$ cat src/rtl/persistent_counter_bad_byte_remap_core_defines.svh
// Assertion macros for the persistent counter bad-byte remap core.
`ifndef PERSISTENT_COUNTER_BAD_BYTE_REMAP_CORE_DEFINES_SVH
`define PERSISTENT_COUNTER_BAD_BYTE_REMAP_CORE_DEFINES_SVH

`ifndef ASSERT_OFF
// Same-cycle implication check.
`define PCBBR_ASSERT_IMP(label, clk, rst, ante, cons) \
  label: assert property (@(posedge clk) disable iff (rst) (ante) |-> (cons)) \
    else $error("same-cycle implication failed");
// Next-cycle implication check.
`define PCBBR_ASSERT_NXT(label, clk, rst, ante, cons) \
  label: assert property (@(posedge clk) disable iff (rst) (ante) |=> (cons)) \
    else $error("next-cycle implication failed");
`else
`define PCBBR_ASSERT_IMP(label, clk, rst, ante, cons)
`define PCBBR_ASSERT_NXT(label, clk, rst, ante, cons)
`endif

`endif

$ cat src/rtl/pcbbr_pkg.sv
// Package: types, codes and default sizes for the persistent counter core.
`timescale 1ns / 1ps
`default_nettype none
package pcbbr_pkg;

  // default sizes
  localparam int NUM_COUNTERS_DEF   = 4;
  localparam int BYTES_PER_COPY_DEF = 16;
  localparam int VALUE_BYTES_DEF    = 4;

  // copies per counter, rotated on each increment
  localparam int NUM_COPIES = 3;
  // positions at or above this never fail a write
  localparam int FAIL_BITS  = 16;

  // operation codes
  typedef enum logic [1:0] {
    FN_GET = 2'd0,
    FN_INC = 2'd1,
    FN_CLR = 2'd2
  } func_t;

  // result status codes
  typedef enum logic [1:0] {
    STAT_OK    = 2'd0,
    STAT_SHORT = 2'd1,
    STAT_MASK  = 2'd2
  } stat_t;

  // sequencer states
  typedef enum logic [3:0] {
    S_IDLE,
    S_RD_SCAN,
    S_RD_WAIT,
    S_INC,
    S_CNT,
    S_WR_SCAN,
    S_WR_CMP,
    S_CLR,
    S_FINISH
  } state_t;

endpackage
`default_nettype wire

$ cat src/rtl/pcbbr_ram.sv
// Generic single-write, single-read RAM with registered read data.
`timescale 1ns / 1ps
`default_nettype none
module pcbbr_ram #(
  parameter int WIDTH = 8,
  parameter int DEPTH = 192,
  localparam int AW = (DEPTH > 1) ? $clog2(DEPTH) : 1
) (
  input  wire logic             clk,
  input  wire logic             we,
  input  wire logic [AW-1:0]    waddr,
  input  wire logic [WIDTH-1:0] wdata,
  input  wire logic [AW-1:0]    raddr,
  output logic      [WIDTH-1:0] rdata
);

  logic [WIDTH-1:0] mem [DEPTH];

  // write port
  always_ff @(posedge clk) begin
    if (we) begin
      mem[waddr] <= wdata;
    end
  end

  // registered read port
  always_ff @(posedge clk) begin
    rdata <= mem[raddr];
  end

endmodule
`default_nettype wire

$ cat src/rtl/persistent_counter_bad_byte_remap_core.sv
// Get: a read walk over the active copy that skips bad positions, then the result.
// Increment: read walk, add step, count of good bytes in the next copy, then a
//   write walk that compares each byte and tries to rewrite only those that differ.
// Counter clear: zeroes every byte of the selected counter's copies. One item at a time through one byte RAM port.
// Reset (rst, sync, high): sequencer idle, active copies zero; counter bytes and
//   masks are undefined until a counter clear. Results are a one-cycle done strobe.
`timescale 1ns / 1ps
`default_nettype none
`include "persistent_counter_bad_byte_remap_core_defines.svh"
module persistent_counter_bad_byte_remap_core
  import pcbbr_pkg::*;
#(
  parameter int NUM_COUNTERS   = NUM_COUNTERS_DEF,
  parameter int BYTES_PER_COPY = BYTES_PER_COPY_DEF,
  parameter int VALUE_BYTES    = VALUE_BYTES_DEF
) (
  input  wire logic        clk,
  input  wire logic        rst,
  input  wire logic        start,
  output logic             busy,
  input  wire logic [1:0]  func,
  input  wire logic [1:0]  counter_sel,
  input  wire logic [15:0] fail_positions,
  input  wire logic        mask_write_fails,
  output logic             done,
  output logic [31:0]      value,
  output logic [1:0]       status
);

  localparam int NSLOTS = NUM_COUNTERS * NUM_COPIES;
  localparam int DEPTH  = NSLOTS * BYTES_PER_COPY;
  localparam int ADDR_W = $clog2(DEPTH);
  localparam int SLOT_W = $clog2(NSLOTS);
  localparam int CNT_W  = (NUM_COUNTERS > 1) ? $clog2(NUM_COUNTERS) : 1;
  localparam int POS_W  = $clog2(NUM_COPIES * BYTES_PER_COPY + 1);
  localparam int MIDX_W = $clog2(BYTES_PER_COPY);
  localparam int GOOD_W = $clog2(BYTES_PER_COPY + 1);
  localparam int IDX_W  = (VALUE_BYTES > 1) ? $clog2(VALUE_BYTES) : 1;
  localparam logic [31:0] VAL_MASK = (VALUE_BYTES >= 4) ? 32'hFFFF_FFFF :
                                     32'((64'd1 << (8 * VALUE_BYTES)) - 64'd1);
  localparam logic [POS_W-1:0] POS_END  = POS_W'(BYTES_PER_COPY);
  localparam logic [POS_W-1:0] CLR_LAST = POS_W'(NUM_COPIES * BYTES_PER_COPY - 1);

  state_t state, state_next, launch_state;

  // captured item
  logic [1:0]            func_r;
  logic [CNT_W-1:0]      cnt_r;
  logic [15:0]           fail_r;
  logic                  mfail_r;

  // working registers
  logic [SLOT_W-1:0]     slot;
  logic [1:0]            cp_r;
  logic [POS_W-1:0]      pos;
  logic [IDX_W-1:0]      bidx;
  logic [GOOD_W-1:0]     good;
  logic [31:0]           acc;
  stat_t                 stat_r;

  // per-counter active copy and per-copy bad-byte masks
  logic [1:0]                active [NUM_COUNTERS];
  logic [BYTES_PER_COPY-1:0] masks  [NSLOTS];

  // byte RAM
  logic              ram_we;
  logic [ADDR_W-1:0] ram_addr;
  logic [7:0]        ram_wdata;
  logic [7:0]        ram_rdata;

  // decode
  logic              accept;
  logic              in_range;
  logic [CNT_W-1:0]  cnt_in;
  logic [1:0]        cp_in;
  logic [1:0]        cp_next;
  logic [SLOT_W-1:0] launch_slot;
  logic [MIDX_W-1:0] pos_idx;
  logic              at_end;
  logic              cur_bad;
  logic              last_byte;
  logic [7:0]        byte_want;
  logic              byte_eq;
  logic              byte_fail;

  assign accept   = start && !busy;
  assign in_range = 5'(counter_sel) < 5'(NUM_COUNTERS);
  assign cnt_in   = CNT_W'(counter_sel);
  assign cp_in    = (active[cnt_in] >= 2'(NUM_COPIES)) ? 2'd0 : active[cnt_in];
  assign cp_next  = (cp_r == 2'(NUM_COPIES - 1)) ? 2'd0 : cp_r + 2'd1;

  assign pos_idx   = pos[MIDX_W-1:0];
  assign at_end    = (pos == POS_END);
  assign cur_bad   = masks[slot][pos_idx];
  assign last_byte = (bidx == IDX_W'(VALUE_BYTES - 1));
  assign byte_want = acc[{bidx, 3'b000} +: 8];
  assign byte_eq   = (ram_rdata == byte_want);
  assign byte_fail = (pos < POS_W'(FAIL_BITS)) && fail_r[pos[3:0]];
  assign ram_addr  = ADDR_W'(slot) * ADDR_W'(BYTES_PER_COPY) + ADDR_W'(pos);

  // first state and slot of a new item
  always_comb begin
    launch_slot = SLOT_W'(cnt_in) * SLOT_W'(NUM_COPIES);
    if (!in_range) begin
      launch_state = S_FINISH;
    end else begin
      case (func)
        FN_GET, FN_INC: begin
          launch_state = S_RD_SCAN;
          launch_slot  = launch_slot + SLOT_W'(cp_in);
        end
        FN_CLR:  launch_state = S_CLR;
        default: launch_state = S_FINISH;
      endcase
    end
  end

  // next state
  always_comb begin
    state_next = state;
    case (state)
      S_IDLE, S_FINISH: begin
        state_next = accept ? launch_state : S_IDLE;
      end
      S_RD_SCAN: begin
        if (at_end) begin
          state_next = (func_r == FN_GET) ? S_FINISH : S_INC;
        end else if (!cur_bad) begin
          state_next = S_RD_WAIT;
        end
      end
      S_RD_WAIT: begin
        if (last_byte) begin
          state_next = (func_r == FN_GET) ? S_FINISH : S_INC;
        end else begin
          state_next = S_RD_SCAN;
        end
      end
      S_INC: state_next = S_CNT;
      S_CNT: begin
        if (at_end) begin
          state_next = (good < GOOD_W'(VALUE_BYTES)) ? S_FINISH : S_WR_SCAN;
        end
      end
      S_WR_SCAN: begin
        if (at_end) begin
          state_next = S_FINISH;
        end else if (!cur_bad) begin
          state_next = S_WR_CMP;
        end
      end
      S_WR_CMP: begin
        if (byte_eq || !byte_fail) begin
          state_next = last_byte ? S_FINISH : S_WR_SCAN;
        end else begin
          state_next = mfail_r ? S_FINISH : S_WR_SCAN;
        end
      end
      S_CLR: begin
        if (pos == CLR_LAST) begin
          state_next = S_FINISH;
        end
      end
      default: state_next = S_IDLE;
    endcase
  end

  // outputs and RAM control
  always_comb begin
    busy      = !(state == S_IDLE || state == S_FINISH);
    done      = (state == S_FINISH);
    ram_we    = 1'b0;
    ram_wdata = byte_want;
    case (state)
      S_CLR: begin
        ram_we    = 1'b1;
        ram_wdata = 8'h00;
      end
      S_WR_CMP: ram_we = !byte_eq && !byte_fail;
      default: ram_we = 1'b0;
    endcase
  end

  assign value  = acc;
  assign status = stat_r;

  // sequencer and datapath registers
  always_ff @(posedge clk) begin
    if (rst) begin
      state <= S_IDLE;
      for (int c = 0; c < NUM_COUNTERS; c++) begin
        active[c] <= 2'd0;
      end
    end else begin
      state <= state_next;
      if (accept) begin
        func_r  <= func;
        cnt_r   <= cnt_in;
        fail_r  <= fail_positions;
        mfail_r <= mask_write_fails;
        cp_r    <= cp_in;
        slot    <= launch_slot;
        acc     <= 32'd0;
        stat_r  <= STAT_OK;
        pos     <= '0;
        bidx    <= '0;
      end else begin
        case (state)
          S_RD_SCAN: begin
            if (at_end) begin
              if (func_r == FN_GET) begin
                stat_r <= STAT_SHORT;
              end
            end else if (cur_bad) begin
              pos <= pos + 1'b1;
            end
          end
          S_RD_WAIT: begin
            acc[{bidx, 3'b000} +: 8] <= ram_rdata;
            bidx <= bidx + 1'b1;
            pos  <= pos + 1'b1;
          end
          S_INC: begin
            acc           <= (acc + 32'd1) & VAL_MASK;
            active[cnt_r] <= cp_next;
            cp_r          <= cp_next;
            slot          <= SLOT_W'(cnt_r) * SLOT_W'(NUM_COPIES) + SLOT_W'(cp_next);
            pos           <= '0;
            good          <= '0;
          end
          S_CNT: begin
            if (at_end) begin
              pos  <= '0;
              bidx <= '0;
              if (good < GOOD_W'(VALUE_BYTES)) begin
                stat_r <= STAT_SHORT;
              end
            end else begin
              good <= good + GOOD_W'(!cur_bad);
              pos  <= pos + 1'b1;
            end
          end
          S_WR_SCAN: begin
            if (at_end) begin
              stat_r <= STAT_SHORT;
            end else if (cur_bad) begin
              pos <= pos + 1'b1;
            end
          end
          S_WR_CMP: begin
            if (byte_eq || !byte_fail) begin
              bidx <= bidx + 1'b1;
              pos  <= pos + 1'b1;
            end else if (mfail_r) begin
              stat_r <= STAT_MASK;
            end else begin
              pos <= pos + 1'b1;
            end
          end
          S_CLR: pos <= pos + 1'b1;
          default: ;
        endcase
      end
    end
  end

  // bad-byte masks: cleared with the counter, marked on a failed write
  always_ff @(posedge clk) begin
    if (state == S_CLR && pos == '0) begin
      for (int s = 0; s < NSLOTS; s++) begin
        if (CNT_W'(s / NUM_COPIES) == cnt_r) begin
          masks[s] <= '0;
        end
      end
    end else if (state == S_WR_CMP && !byte_eq && byte_fail && !mfail_r) begin
      masks[slot][pos_idx] <= 1'b1;
    end
  end

  // counter byte store
  pcbbr_ram #(
    .WIDTH(8),
    .DEPTH(DEPTH)
  ) u_bytes (
    .clk  (clk),
    .we   (ram_we),
    .waddr(ram_addr),
    .wdata(ram_wdata),
    .raddr(ram_addr),
    .rdata(ram_rdata)
  );

  // checks
  `PCBBR_ASSERT_IMP(a_done_not_busy, clk, rst, done, !busy)
  `PCBBR_ASSERT_NXT(a_accept_progress, clk, rst, start && !busy, busy || done)
  `PCBBR_ASSERT_IMP(a_write_in_item, clk, rst, ram_we, busy)
  `PCBBR_ASSERT_IMP(a_status_code, clk, rst, done, (status == STAT_OK) || (status == STAT_SHORT) || (status == STAT_MASK))

endmodule
`default_nettype wire
$ cat config.mk
export PLATFORM = sky130hd
export DESIGN_NAME = persistent_counter_bad_byte_remap_core
export DESIGN_NICKNAME = d
export VERILOG_FILES = /design/src/rtl/pcbbr_pkg.sv /design/src/rtl/pcbbr_ram.sv /design/src/rtl/persistent_counter_bad_byte_remap_core.sv
export VERILOG_INCLUDE_DIRS = /design/src /design/src/rtl
export SDC_FILE = /design/constraint.sdc
export NUM_CORES = 2
export LEC_CHECK = 0
export ABC_AREA = 1
export BUFFER_PORTS_ARGS = -buffer_cell sky130_fd_sc_hd__buf_2
export CORE_MARGIN = 10
export CORE_UTILIZATION = 40
export CTS_BUF_LIST = sky130_fd_sc_hd__clkbuf_8
export DETAILED_ROUTE_END_ITERATION = 12
export PLACE_DENSITY_LB_ADDON = 0.3
export SLEW_MARGIN = 0
export SYNTH_ARGS = -nofsm -noshare
export SYNTH_HDL_FRONTEND = slang
export SYNTH_SLANG_ARGS = --single-unit
$ cat constraint.sdc
create_clock -name clk -period 6.9 [get_ports clk]
set_input_delay 1.035 -clock clk [delete_from_list [all_inputs] [get_ports clk]]
set_output_delay 1.035 -clock clk [all_outputs]
set_load 0.005 [all_outputs]
# After elaboration in Yosys (flattened, before gate mapping)
# Memories as Yosys holds them, arrays and structs flattened. A register that Yosys moved wholly into a read port is not among the register bits.
# Index checks and enable logic that the tools add are counted.
# totals
reg_bits	78
ramBits	1736
inputBits	24
mem_count	3
# classes
add_sub_neg	9
n_mul	2
n_lt_le_gt_ge	5
n_eq_ne	34
n_shift	3
mux	108
bitwise	2
n_reduce_logical	49
# mem_list
name	words	word_bits	read_ports	rd_ports_with_merged_regs	wr	line_no	source
u_bytes.mem	192	8	1	1	1	pcbbr_ram.sv:17	logic [WIDTH-1:0] mem [DEPTH];
masks	12	16	1	1	3	persistent_counter_bad_byte_remap_core.sv:63	logic [BYTES_PER_COPY-1:0] masks [NSLOTS];
active	4	2	1	0	4	persistent_counter_bad_byte_remap_core.sv:62	logic [1:0] active [NUM_COUNTERS];
# op_table
op	n
$mux W16	12
$reduce_or A16 Y1	10
$mux W4	27
$pmux W32 S2	1
$mux W1	35
$ne A3 B3 Y1 const B	11
$add A32 B1 Y32 const B	1
$bwmux W32	1
$pmux W4 S8	1
$shift A8 B7 Y32 const A	1
$shiftx A32 B6 Y8	1
$shiftx A8 B7 Y32	1
$mux W2	15
$mux W6	5
$pmux W6 S5	1
$eq A4 B3 Y1 const B	4
$reduce_and A4 Y1	3
$pmux W5 S2	1
$reduce_or A2 Y1	5
$reduce_and A9 Y1	1
$add A4 B2 Y4	2
$add A8 B6 Y8	1
$bmux W1 S4	2
$eq A4 B2 Y1 const B	2
43 further kinds	68

# Depth between registers and ports, before layout
# depth
ltp_word	11
mapped_depth	19
depth_no_buf	17

# Modules after synthesis
# A second synthesis with hierarchy kept.
# unflattened
cells_unflattened	7535
hier_area_um2	79750.2
# modules_own_cells
module	n_inst	cells_per_inst	area_each_um2	seq_area_each_um2
pcbbr_ram	1	5304	62897.8	46284.4
persistent_counter_bad_byte_remap_core	1	2231	16852.4	7747.4

# Least setup slack after synthesis
# OpenSTA, ideal clock, no wires.
# synth_timing
kind	reg-to-reg
from	reg bidx[0]
to	mem u_bytes.mem[0][3], data pin
setup_time_ns	1.092
arrival_time_ns	5.427
required_time_ns	5.808
slack_ns	0.382
path_stages_with_launch	6
n_path_buf	2
period_less_slack_ns	6.518
path_cell_list	edfxtp_1 -> buf_4 -> buf_2 -> o21ai_1 -> nand2_1 -> nor2_1
# synth_between
elab_chain_cells	2
# synth_rtl
item	line_no	source
start, declared	persistent_counter_bad_byte_remap_core.sv:56	logic [IDX_W-1:0] bidx;
start signal, assigned	persistent_counter_bad_byte_remap_core.sv:220	bidx <= bidx + 1'b1;
start signal, assigned	persistent_counter_bad_byte_remap_core.sv:252	bidx <= bidx + 1'b1;
$shiftx A32 B6 Y8	persistent_counter_bad_byte_remap_core.sv:96	assign byte_want = acc[{bidx, 3'b000} +: 8];
$mux W8	persistent_counter_bad_byte_remap_core.sv:174	case (state)
named net ram_wdata[3]	persistent_counter_bad_byte_remap_core.sv:68	logic [7:0] ram_wdata;
end, declared	pcbbr_ram.sv:17	
# The timed path passes the listed nets, and every way through them passes these cells.

# Final worst setup path
# layout_timing
from	reg bidx[0]
to	mem u_bytes.mem[106][7], enable pin
# layout_between
elab_chain_cells	7
# layout_rtl
item	line_no	source
$shiftx A32 B6 Y8	persistent_counter_bad_byte_remap_core.sv:96	
$eq A8 B8 Y1	persistent_counter_bad_byte_remap_core.sv:97	assign byte_eq = (ram_rdata == byte_want);
$logic_not A1 Y1	persistent_counter_bad_byte_remap_core.sv:179	S_WR_CMP: ram_we = !byte_eq && !byte_fail;
$logic_and A1 B1 Y1	persistent_counter_bad_byte_remap_core.sv:179	
$pmux W1 S2	persistent_counter_bad_byte_remap_core.sv:174	
$mux W1	pcbbr_ram.sv:21	if (we) begin
$mux W1 (not written as such)	pcbbr_ram.sv:22	mem[waddr] <= wdata;
# Every way passes these cells.

==> metrics.yaml <==
grt_pass1_vias: 52757
pwr-share-seq: 0.398
synthesis.nets: 6809
fp.dieW_um: 459
cts_tree: "built"
firstDrtPassIters: 6
drt_iter0_drc: 6886
nets: 6795
path_cells: "clkinv_2 > nand2_1 > nand3_1 > nand2_1 > xor2_1 > nand2_1 > nor2_1 > nand2_2 > nand2_1 > o21ai_2 > buf_4 > nand2_1 > nor2_1"
worst_pin_slew_ns: 1.08
dp_hpwl_um: 127000
tns_ns: 0
crit_required_ns: 7.49
synth_seq_area_share: 0.702
initial_core_util: 0.404
area_delta_synth_final_pct: 10.4
period_minus_slack_ns: 4.85
clock_power_share: 0.238
antenna_found_initial: 6
dp_cells: 8930
maxCapViolations: 0
cts_hold_buf: 0
r2r-start: "bidx[0]"
vdd_ir_drop_max_uv: 580
grt_pass1_wl_um: 333000
crit_end: "u_bytes.mem[106][7]"
status: "finished, final reports clean"
finClkSkew_ns: 0.0930
die_h_um: 459
rrSetupSlack_ns: 2.05
clockBufferDepth: 4
root_buffer: "clkbuf_8"
n_fill_cell: 17485
crit_path_end_kind: "flop"
grt.overflow.total: 0
drcViolationCount: 0
p_switching_w: 0.0156
crit_path_frequent_cell: "nand2_1"
p_comb_frac: 0.365
layout_common_cells: "edfxtp_1 (1618), o21ai_0 (1176), nor2_1 (1093)"
globalplace.congestion: 0.874
async_flop_share: 0
fin_cells: 9472
post_cts_resized: 0
path_depth: 13
slew_headroom: 0.276
p_leak_nw: 27.8
synth-edff-count: 1618
fin_crit_sh: 0.703
cts.sinks: 1890
fmax_ghz: 0.206
startpoint: "bidx[0]"
p_per_area_nw_per_um2: 448
cpMaxStageDelayCell: "edfxtp_1"
grt_max_degree: 209
critPathMaxStageDelay_ns: 0.90
synth.cell_area_um2: 77000
route.vias.total: 54752
swShare: 0.410
crit_arrival_ns: 5.44
cpLargestDelayFamily: "simple AND/OR/NAND/NOR gates"
cp_max_fo: 29
num_rows: 160
clk-insertion-delay-late_ns: 1.04
hold_path_class: "in -> reg"
cts_setup_buffers: 0
synthCells: 6756
syn_avg_cell_area_um2: 11.4
cts_buffers: 321
rsz0062_at_grt: "false"
r2r_end: "u_bytes.mem[106][7]"
min_path_cells: 1
track_usage: 0.204
ant_nets: 0
num_io_pins: 60
clk_pin_slew_ns: 0.06
crit_type: "reg -> reg"
hold_viol_final: 0
p_int_w: 0.0225
layout_commonest_cell: "edfxtp_1"
h-tree-depth: 5
die_area_um2: 210000
synth.distinct_cells: 53
reg2reg_depth: 13
ys_ff_latch: 1890
port_buffers: 59
synthFlopType: "edfxtp_1"
fp.coreArea_um2: 191000
yosysWarnings: 0
wl_um: 224000
wl_per_cell_um: 23.7
finalSetupViolations: 0
vias_per_cell: 5.78
drive_gt1_frac: 0.0816
start_kind: "flop"
cp.buffers_inverters: 2
final-max-slew-violation-count: 0
## routing by layer
layer / GRT usage / routed length [µm]
met3: 0.0409 / 21400
met1: 0.281 / 92700
met5: 0 / 31
met4: 0.0831 / 8670
met2: 0.318 / 101000
## kinds of logic after synthesis
| family | Yosys count | share of synthesized area |
|---|---|---|
| xor+xnor | 28 | 0.00318 |
| flops | 1890 | 0.702 |
| buf+inv | 611 | 0.0319 |
| simple gates | 2289 | 0.119 |
| fa+ha+maj | 29 | 0.00510 |
| compound gates | 1909 | 0.139 |
## how the worst min path moves through the flow
stage | start | to | slack [ns]
after floorplan | masks[12][0] | masks[12][0] | 0.42
after global placement | masks[14][5] | masks[14][5] | 0.43
after detailed placement | masks[14][10] | masks[14][10] | 0.43
after CTS | fail_positions[9] | fail_r[9] | 0.11
after global routing | mask_write_fails | mfail_r | 0.14
final | fail_positions[9] | fail_r[9] | 0.20
## registers in the layout (all words and copies together) (netlist names), named ones only
register / count
u_bytes.rdata: 8
good: 5
status: 2
bidx: 2
cp_r: 2
active: 8
masks: 256
slot: 4
value: 32
fail_r: 16
func_r: 2
cnt_r: 2
u_bytes.mem: 1536
state: 4
mfail_r: 1
pos: 6
## per-stage QoR
step	setup WS, ns	util	cell area, µm²	power [W]	hold slack [ns]
6_report	2.05	0.446	85000	0.0381	0.205
5_1_grt	1.66	0.446	85000	0.0398	0.144
4_1_cts	2.10	0.446	85000	0.0380	0.108
3_5_place_dp	2.13	0.416	79400	0.0290	0.435
3_3_place_gp	1.69	0.416	79400	0.0290	0.431
2_1_floorplan	0.382	-	77000	0.0236	0.420
## power groups by stage
stage / clock network (W) / registers [W] / logic (W)
floorplan: 0 / 0.0156 / 0.00800
global placement: 0 / 0.0154 / 0.0137
detailed placement: 0 / 0.0154 / 0.0137
CTS: 0.00919 / 0.0151 / 0.0137
global route: 0.00971 / 0.0152 / 0.0149
finish: 0.00905 / 0.0151 / 0.0139
## area by class of cell
cell class,instances,area [µm²],share of cell area
repair buffers,133,1070,0.0126
well taps,2511,3140,0.0370
inverters,141,551,0.00648
clock buffers,339,4670,0.0549
clock inverters,202,922,0.0108
diodes,1,2.50,0.0000294
flip-flops and latches,1890,54000,0.636
multi-input cells,4255,20600,0.243
## Yosys cell counts, types with 8 or more instances
cell / n / area share
clkbuf_1: 344 / 0.017
buf_1: 18 / 0.00088
inv_1: 129 / 0.0063
xor2_1: 22 / 0.0025
a41oi_1: 31 / 0.0035
nand2_2: 21 / 0.0017
o21bai_1: 64 / 0.0062
ha_1: 25 / 0.0041
nor3_1: 26 / 0.0017
buf_2: 101 / 0.0066
a21oi_1: 63 / 0.0041
nand4_1: 29 / 0.0024
edfxtp_1: 1618 / 0.63
nand3_1: 273 / 0.018
nor2_1: 1104 / 0.054
o21ai_0: 1176 / 0.076
inv_2: 8 / 0.00039
dfxtp_1: 272 / 0.071
nand2_1: 818 / 0.040
a22o_1: 62 / 0.0071
o22ai_1: 398 / 0.032
o21ai_1: 65 / 0.0042
(Power assumes the default switching activity.)
